$ cat config.mk
export PLATFORM = sky130hd
export DESIGN_NAME = morse_code_transmitter
export DESIGN_NICKNAME = d
export VERILOG_FILES = /design/src/design/mct_pkg.sv /design/src/design/morse_code_transmitter.sv /design/src/design/mct_char_fifo.sv
export VERILOG_INCLUDE_DIRS = /design/src /design/src/design
export SDC_FILE = /design/constraint.sdc
export NUM_CORES = 1
export LEC_CHECK = 0
export BUFFER_PORTS_ARGS = -buffer_cell sky130_fd_sc_hd__buf_4
export CORE_MARGIN = 1.5
export CORE_UTILIZATION = 57
export DETAILED_ROUTE_END_ITERATION = 8
export PLACE_DENSITY_LB_ADDON = 0.1
export SETUP_SLACK_MARGIN = 0.15
export SLEW_MARGIN = 15
export SYNTH_ARGS = -nofsm -noshare
export SYNTH_HDL_FRONTEND = slang
export SYNTH_SLANG_ARGS = --single-unit
$ cat constraint.sdc
create_clock -name clk -period 6.14 [get_ports clk]
set_input_delay 1.535 -clock clk [delete_from_list [all_inputs] [get_ports clk]]
set_output_delay 1.535 -clock clk [all_outputs]
set_load 0.005 [all_outputs]
$ cat src/design/assert_macros.svh
// Assertion helpers shared by the RTL; all are clocked on clk and masked by rst.
`ifndef ASSERT_MACROS_SVH
`define ASSERT_MACROS_SVH

// Plain property checked at every edge out of reset.
`define ASSERT_ALWAYS(label, prop, msg) \
  label: assert property (@(posedge clk) disable iff (rst) (prop)) else $error(msg);

// Same-cycle implication checked at every edge out of reset.
`define ASSERT_IMPLIES(label, ante, cons, msg) \
  label: assert property (@(posedge clk) disable iff (rst) (ante) |-> (cons)) else $error(msg);

`endif

$ cat src/design/mct_pkg.sv
package mct_pkg;

  localparam int CODE_W = 5;
  typedef logic [CODE_W-1:0] code_t;

  // Letters a..z map to 0..25, the space to this code.
  localparam code_t CODE_SPACE = code_t'(26);

  localparam logic REQ_CHAR = 1'b0;
  localparam logic REQ_TICK = 1'b1;

  localparam logic [15:0] DOT_TICKS_RESET = 16'd1000;

  typedef enum logic [2:0] {
    PH_IDLE = 3'd0,
    PH_DOT  = 3'd1,
    PH_DASH = 3'd2,
    PH_EGAP = 3'd3,
    PH_CGAP = 3'd4,
    PH_WGAP = 3'd5
  } phase_t;

  typedef struct packed {
    logic       req_type;
    logic [7:0] char_code;
  } in_item_t;

  typedef struct packed {
    logic       tone;
    logic [2:0] phase;
    logic       accepted;
    logic       dropped;
    logic [6:0] fill_level;
  } out_item_t;

  typedef struct packed {
    logic push;
    logic pop;
  } fifo_ctrl_t;

  typedef struct packed {
    logic full;
    logic empty;
  } fifo_stat_t;

  // Element count in bits 6:4, pattern in bits 3:0, first element in the
  // highest used bit, 1 = dash.
  function automatic logic [7:0] letter_rom(input code_t code);
    logic [7:0] e;
    case (code)
      5'd0:    e = 8'h21;
      5'd1:    e = 8'h48;
      5'd2:    e = 8'h4A;
      5'd3:    e = 8'h34;
      5'd4:    e = 8'h10;
      5'd5:    e = 8'h42;
      5'd6:    e = 8'h36;
      5'd7:    e = 8'h40;
      5'd8:    e = 8'h20;
      5'd9:    e = 8'h47;
      5'd10:   e = 8'h35;
      5'd11:   e = 8'h44;
      5'd12:   e = 8'h23;
      5'd13:   e = 8'h22;
      5'd14:   e = 8'h37;
      5'd15:   e = 8'h46;
      5'd16:   e = 8'h4D;
      5'd17:   e = 8'h32;
      5'd18:   e = 8'h30;
      5'd19:   e = 8'h11;
      5'd20:   e = 8'h31;
      5'd21:   e = 8'h41;
      5'd22:   e = 8'h33;
      5'd23:   e = 8'h49;
      5'd24:   e = 8'h4B;
      5'd25:   e = 8'h4C;
      default: e = 8'h00;
    endcase
    return e;
  endfunction

endpackage

$ cat src/design/morse_code_transmitter.sv
// Morse keyer for the letters a to z and the space.
// Input channel (in_valid/in_stall/in_item): each transfer is either an
// enqueue of one ASCII character or one timer tick. dot_ticks ticks make one
// time unit; dot 1 unit, dash 3, element gap 1, character gap 2 more, word
// gap 4. Characters wait in a FIFO of FIFO_DEPTH entries; anything but a-z
// and space, or a character that finds the FIFO full, is dropped and flagged.
// Output channel (out_valid/out_stall/out_item): exactly one result per input
// transfer, giving tone, phase, accepted, dropped and the FIFO fill level
// after that item. Results are registered; throughput is one item per cycle
// while in_stall is low, set by the single state update path.
// Config channel (cfg_valid/cfg_ready/cfg_data): writes dot_ticks; always
// ready, to be used only while the keyer is quiet.
// Reset: keyer idle, FIFO empty, dot_ticks = 1000, no result pending.
// A stalled result holds in the output register; one more result fits in a
// skid register, and in_stall rises while that skid register is occupied.
module morse_code_transmitter import mct_pkg::*; #(
  parameter int FIFO_DEPTH = 64
) (
  input  logic        clk,
  input  logic        rst,
  input  logic        in_valid,
  output logic        in_stall,
  input  in_item_t    in_item,
  output logic        out_valid,
  input  logic        out_stall,
  output out_item_t   out_item,
  input  logic        cfg_valid,
  output logic        cfg_ready,
  input  logic [15:0] cfg_data
);

`include "assert_macros.svh"

  localparam int CNT_W = $clog2(FIFO_DEPTH + 1);

  localparam logic [7:0] ASCII_A     = 8'h61;
  localparam logic [7:0] ASCII_Z     = 8'h7A;
  localparam logic [7:0] ASCII_SPACE = 8'h20;

  localparam logic [2:0] UNITS_DOT  = 3'd1;
  localparam logic [2:0] UNITS_DASH = 3'd3;
  localparam logic [2:0] UNITS_EGAP = 3'd1;
  localparam logic [2:0] UNITS_CGAP = 3'd2;
  localparam logic [2:0] UNITS_WGAP = 3'd4;

  typedef struct packed {
    phase_t     phase;
    logic [2:0] units;
    logic [3:0] pattern;
    logic [2:0] elements;
  } keyer_t;

  function automatic keyer_t next_element(input keyer_t k);
    keyer_t     r;
    logic [2:0] elems;
    logic       is_dash;
    elems      = k.elements - 3'd1;
    is_dash    = k.pattern[elems[1:0]];
    r          = k;
    r.elements = elems;
    r.phase    = is_dash ? PH_DASH : PH_DOT;
    r.units    = is_dash ? UNITS_DASH : UNITS_DOT;
    return r;
  endfunction

  function automatic keyer_t start_char(input keyer_t k, input code_t code);
    keyer_t     r;
    logic [7:0] e;
    r = k;
    e = letter_rom(code);
    if (code >= CODE_SPACE) begin
      r.pattern  = '0;
      r.elements = '0;
      r.phase    = PH_WGAP;
      r.units    = UNITS_WGAP;
    end else begin
      r.pattern  = e[3:0];
      r.elements = e[6:4];
      r          = next_element(r);
    end
    return r;
  endfunction

  logic [15:0] dot_ticks;
  keyer_t      ks;
  keyer_t      ks_next;
  logic [15:0] tick_count;
  logic [15:0] tick_count_next;
  logic [16:0] tick_inc;
  logic [2:0]  units_dec;

  logic       in_fire;
  logic       char_ok;
  code_t      char_code;
  logic       acc;
  logic       drop;
  fifo_ctrl_t fifo_ctrl;
  fifo_stat_t fifo_stat;
  code_t      fifo_head;
  logic [CNT_W-1:0] fifo_count;
  logic [CNT_W-1:0] fill_next;
  out_item_t  res;

  out_item_t  skid_item;
  logic       skid_valid;

  assign in_stall  = skid_valid;
  assign in_fire   = in_valid && !in_stall;
  assign cfg_ready = 1'b1;

  always_comb begin
    char_ok   = 1'b1;
    char_code = CODE_SPACE;
    if (in_item.char_code >= ASCII_A && in_item.char_code <= ASCII_Z) begin
      char_code = CODE_W'(in_item.char_code - ASCII_A);
    end else if (in_item.char_code != ASCII_SPACE) begin
      char_ok = 1'b0;
    end
  end

  assign tick_inc  = {1'b0, tick_count} + 17'd1;
  assign units_dec = ks.units - 3'd1;

  always_comb begin
    ks_next         = ks;
    tick_count_next = tick_count;
    fifo_ctrl       = '0;
    acc             = 1'b0;
    drop            = 1'b0;
    if (in_fire) begin
      if (in_item.req_type == REQ_CHAR) begin
        if (!char_ok) begin
          drop = 1'b1;
        end else if (ks.phase == PH_IDLE) begin
          ks_next         = start_char(ks, char_code);
          tick_count_next = '0;
          acc             = 1'b1;
        end else if (!fifo_stat.full) begin
          fifo_ctrl.push = 1'b1;
          acc            = 1'b1;
        end else begin
          drop = 1'b1;
        end
      end else if (ks.phase != PH_IDLE) begin
        if (tick_inc >= {1'b0, dot_ticks}) begin
          tick_count_next = '0;
          ks_next.units   = units_dec;
          if (units_dec == 3'd0) begin
            unique case (ks.phase) inside
              PH_DOT, PH_DASH: begin
                ks_next.phase = PH_EGAP;
                ks_next.units = UNITS_EGAP;
              end
              PH_EGAP: begin
                if (ks.elements != 3'd0) begin
                  ks_next = next_element(ks);
                end else begin
                  ks_next.phase = PH_CGAP;
                  ks_next.units = UNITS_CGAP;
                end
              end
              PH_CGAP, PH_WGAP: begin
                if (!fifo_stat.empty) begin
                  fifo_ctrl.pop = 1'b1;
                  ks_next       = start_char(ks, fifo_head);
                end else begin
                  ks_next.phase = PH_IDLE;
                  ks_next.units = '0;
                end
              end
              default: begin
                ks_next.phase = PH_IDLE;
                ks_next.units = '0;
              end
            endcase
          end
        end else begin
          tick_count_next = tick_inc[15:0];
        end
      end
    end
  end

  mct_char_fifo #(
    .DEPTH (FIFO_DEPTH)
  ) u_fifo (
    .clk   (clk),
    .rst   (rst),
    .ctrl  (fifo_ctrl),
    .wdata (char_code),
    .stat  (fifo_stat),
    .head  (fifo_head),
    .count (fifo_count)
  );

  always_comb begin
    fill_next = fifo_count;
    if (fifo_ctrl.push) begin
      fill_next = fifo_count + CNT_W'(1);
    end else if (fifo_ctrl.pop) begin
      fill_next = fifo_count - CNT_W'(1);
    end
  end

  always_comb begin
    res.tone       = (ks_next.phase == PH_DOT) || (ks_next.phase == PH_DASH);
    res.phase      = ks_next.phase;
    res.accepted   = acc;
    res.dropped    = drop;
    res.fill_level = 7'(fill_next);
  end

  always_ff @(posedge clk) begin
    if (rst) begin
      dot_ticks  <= DOT_TICKS_RESET;
      ks         <= '{phase: PH_IDLE, units: '0, pattern: '0, elements: '0};
      tick_count <= '0;
    end else begin
      if (cfg_valid && cfg_ready) begin
        dot_ticks <= cfg_data;
      end
      ks         <= ks_next;
      tick_count <= tick_count_next;
    end
  end

  // Output register with one skid entry behind it.
  always_ff @(posedge clk) begin
    if (rst) begin
      out_valid  <= 1'b0;
      skid_valid <= 1'b0;
    end else if (!out_valid || !out_stall) begin
      if (skid_valid) begin
        out_valid  <= 1'b1;
        skid_valid <= 1'b0;
      end else begin
        out_valid <= in_fire;
      end
    end else if (in_fire) begin
      skid_valid <= 1'b1;
    end
  end

  always_ff @(posedge clk) begin
    if (!out_valid || !out_stall) begin
      out_item <= skid_valid ? skid_item : res;
    end else if (in_fire) begin
      skid_item <= res;
    end
  end

  `ASSERT_IMPLIES(a_skid_behind_out, skid_valid, out_valid, "skid holds a result ahead of output")
  `ASSERT_IMPLIES(a_idle_fifo_empty, ks.phase == PH_IDLE, fifo_stat.empty, "idle keyer with queued characters")
  `ASSERT_ALWAYS(a_acc_xor_drop, !(out_valid && out_item.accepted && out_item.dropped), "result both accepted and dropped")
  `ASSERT_IMPLIES(a_idle_no_units, ks.phase == PH_IDLE, tick_count == 16'd0, "tick count running while idle")

endmodule

$ cat src/design/mct_char_fifo.sv
module mct_char_fifo import mct_pkg::*; #(
  parameter int DEPTH = 64
) (
  input  logic                         clk,
  input  logic                         rst,
  input  fifo_ctrl_t                   ctrl,
  input  code_t                        wdata,
  output fifo_stat_t                   stat,
  output code_t                        head,
  output logic [$clog2(DEPTH+1)-1:0]   count
);

  localparam int PTR_W = $clog2(DEPTH);
  localparam int CNT_W = $clog2(DEPTH + 1);
  localparam logic [PTR_W-1:0] PTR_LAST = PTR_W'(DEPTH - 1);

  code_t            mem [DEPTH];
  logic [PTR_W-1:0] wr_ptr;
  logic [PTR_W-1:0] rd_ptr;
  logic [PTR_W-1:0] wr_ptr_next;
  logic [PTR_W-1:0] rd_ptr_next;
  logic [CNT_W-1:0] count_next;

  always_comb begin
    wr_ptr_next = wr_ptr;
    rd_ptr_next = rd_ptr;
    count_next  = count;
    if (ctrl.push) begin
      wr_ptr_next = (wr_ptr == PTR_LAST) ? '0 : wr_ptr + PTR_W'(1);
      count_next  = count + CNT_W'(1);
    end else if (ctrl.pop) begin
      rd_ptr_next = (rd_ptr == PTR_LAST) ? '0 : rd_ptr + PTR_W'(1);
      count_next  = count - CNT_W'(1);
    end
  end

  assign stat.full  = (count == CNT_W'(DEPTH));
  assign stat.empty = (count == '0);

  always_ff @(posedge clk) begin
    if (rst) begin
      wr_ptr <= '0;
      rd_ptr <= '0;
      count  <= '0;
    end else begin
      wr_ptr <= wr_ptr_next;
      rd_ptr <= rd_ptr_next;
      count  <= count_next;
    end
  end

  // Keep the entry at the read pointer registered; forward a write to that entry.
  always_ff @(posedge clk) begin
    if (ctrl.push) begin
      mem[wr_ptr] <= wdata;
    end
    if (ctrl.push && (wr_ptr == rd_ptr_next)) begin
      head <= wdata;
    end else begin
      head <= mem[rd_ptr_next];
    end
  end

endmodule
==> reports/metrics.cfg <==
[global_route]
grt_use_met3=0.0496
grt.total_usage=0.262
use_met1=0.371
grt_overflow=0
antenna_found_initial=0
grt_use_met2=0.419
grt.busiest_layer=met2
grt_pass1_wl_microns=67800
grt_max_degree=70
grt_pass1_vias=11700

[die]
std_cell_rows=66
die_w_microns=186
ioPinCount=46
die_area_sq_um=34700
core-area_sq_um=32800
start_util=0.584
die_h_microns=186

[synthesis]
synth_async_sr_flop_share=0
synthCells=1426
ys_ff_latch=418
synth_fp_nets=1502
synth_flop_cell=edfxtp_1
syn_area_sq_um=19100
ys_warn_count=0
synth_top_area_frac=0.543
yosysUniqueCellTypes=74
synth_edf_count=346
synth_top_family_by_area=multiplexers
synth_most_common_cell=edfxtp_1
ys_top_cells_by_count=edfxtp_1 (346), nor2_1 (148), nand2_1 (84), mux2i_1 (75), dfxtp_1 (72)
yosys.area_share.adder=0.0301
synth_top_cell_by_area=edfxtp_1
synth_xor_area_frac=0.0160
yosysSeqAreaShare=0.618
synth.area.top_cells=edfxtp_1 (54%), dfxtp_1 (7.5%), mux4_2 (7.2%)
postSynthAreaPerCell_sq_um=13.4
yosys.area_share.simple=0.0986
synth_compound_area_frac=0.0898
muxShareOfSynthArea=0.117

[clocking]
cts.sinks=418
cts_tree=built
clk_latency_ns=0.57
post-cts-setup-buffers=0
h-tree-depth=2
cts_buffers=44
clk_pin_slew_ns=0.06
ctsHoldBuffers=0
clockBufferDepth=3
clockRootBuffer=clkbuf_16

[worst_setup_path]
cp.arrival_ns=5.84
slowest_stage=dfxtp_2
cp_num_buf_inv=2
crit_chain=buf_4 -> mux4_2 -> mux2i_1 -> a21oi_1 -> a22oi_2 -> ha_1 -> nor2_1 -> a22oi_1 -> a211o_1 -> o211a_2 -> inv_1 -> ha_1 -> or4_1 -> o211a_1 -> o211ai_2 -> o21ai_0
crit_top_cell=ha_1
critical_path.max_stage_delay_ns=0.82
cp.required_ns=6.42
crit_path_end_kind=register
worst_path_dominant_cell_family=compound AO/OA/AOI/OAI gates
critPathMaxFanout=21
worstSetupPathType=reg -> reg
startpoint_type=register

[sta]
grt_setup_unrepaired=no
hold_viol=0
fin_skew_ns=0.0270
timing.slew.headroom=0.217
fin_tns_setup_ns=0
fin_crit_ns=5.56
max_freq_mhz=180
worst_pin_slew_ns=1.17
holdWs_ns=0.450
setup_viol=0
finalCritPeriodShare=0.905
finalMaxSlewViolations=0

[place]
place.gp.congestion=0.890
io_buffers=44
dp_hpwl_microns=28700

[routing]
drtAntennaViolNets=0
vias=12100
route.detailed.drc=0
drt-initial-drc-count=1328
route.detailed.wl_per_inst_microns=22.6
via_per_inst=6.19
wirelength_microns=44100
dr.pass1.iters=5

[final_layout]
diodes=0
nFillCells=2378
final_nets=1554
areaGrowthSynthToFinish_pct=12.0
drive_above_1_share=0.159

[power_and_ir_drop]
power.density_nw_per_um2=274
vdd_drop_max_mv=0.255
leakagePower_nw=7.44

[run]
maxCapViolations=0

[status]
status=finished clean

[min_path]
hp-class=reg -> reg

[timing repair]
action                                  CTS  global route
endpoints found under the hold margin     0             0
gates resized for setup                   0             1
endpoints found under the setup margin    0             1
[power by group]
| part | switching, W | leakage, nW | internal, W |
|---|---|---|---|
| sequential | 0.0000102 | 3.95 | 0.00307 |
| combinational | 0.000108 | 2.78 | 0.0000660 |
| clock | 0.00111 | 0.710 | 0.00150 |
| total | 0.00123 | 7.44 | 0.00463 |
[worst reg2reg max path: stages, from the launching register on]
cell and delay [ns]:
dfxtp_2 0.82, buf_4 0.37, mux4_2 0.54, mux2i_1 0.29
a21oi_1 0.18, a22oi_2 0.45, ha_1 0.47, nor2_1 0.07
a22oi_1 0.28, a211o_1 0.18, o211a_2 0.20, inv_1 0.07
ha_1 0.34, or4_1 0.52, o211a_1 0.24, o211ai_2 0.13
o21ai_0 0.13
[registers in the layout, indices dropped and copies added (netlist names), 6 cells and up, named ones only]
signal and flops:
u_fifo.mem 320, u_fifo.wr_ptr 6, ks 13, skid_item 13, out_item 13, dot_ticks 16, u_fifo.count 7, u_fifo.rd_ptr 6
tick_count 16
[per-layer routing]
metal	vias up	wire length, microns
met5	-	0
li1	5567	-
met2	458	20700
met4	0	925
met1	5999	19100
met3	83	3490
[area by class of cell]
| type | count | area (sq um) | area share |
|---|---|---|---|
| Clock buffer | 54 | 1170 | 0.0546 |
| Clock inverter | 28 | 259 | 0.0121 |
| Inverter | 58 | 223 | 0.0104 |
| Multi-Input combinational cell | 875 | 6740 | 0.315 |
| Sequential cell | 418 | 11800 | 0.552 |
| Tap cell | 442 | 553 | 0.0258 |
| Timing Repair Buffer | 81 | 646 | 0.0301 |
[kinds of logic after synthesis]
group | after synthesis
multiplexers | 145
AND/OR/NAND/NOR | 397
flip-flops | 418
adder cells (fa/ha/maj) | 46
AO/OA/AOI/OAI | 251
buffers and inverters | 133
XOR/XNOR | 35
other | 1
[final timing paths]
path,start,endpoint,slack (ns),cells past startpoint
setup / recovery,register,out_item[10]$_DFFE_PP_,0.58,16
hold / removal,ks[4]$_SDFFE_PP0P_,ks[4]$_SDFFE_PP0P_,0.45,2
setup reg to reg,register,out_item[10]$_DFFE_PP_,0.58,16
hold reg to reg,ks[4]$_SDFFE_PP0P_,ks[4]$_SDFFE_PP0P_,0.45,2
[stage by stage]
stage,utilization,cell area [sq um],instances,total power [W],setup WS (ns)
floorplan,-,19100,1426,0.00324,0.184
global placement,0.610,20000,1874,0.00331,0.272
detailed placement,0.610,20000,1874,0.00331,0.160
CTS,0.654,21400,1956,0.00589,0.572
global route,0.654,21400,1956,0.00602,0.160
finish,0.654,21400,1956,0.00586,0.582
[cells in the final DEF, fill, tap and decap left out, types with 6 or more instances in the layout]
cell,count
and3_1,11
mux4_2,61
a211oi_1,14
nor3b_1,10
buf_4,78
clkbuf_1,8
inv_1,54
dfxtp_1,69
nand4_1,13
o31ai_1,8
nand3_1,32
a21oi_1,46
xnor2_1,15
a21o_1,8
nand2b_1,10
nor2_1,148
o21ai_0,49
o22ai_1,8
o21a_1,6
nand2_1,83
mux2_2,8
clkinv_1,6
o221ai_1,6
and2_1,18
a22oi_1,28
ha_1,45
mux2i_1,75
edfxtp_1,346
nor2b_1,9
o211ai_1,13
nor3_1,22
nand3b_1,10
xor2_1,20
clkbuf_16,45
nor4_1,10
a31oi_1,12
clkinv_2,14
Power figures use the tool's default switching activity.
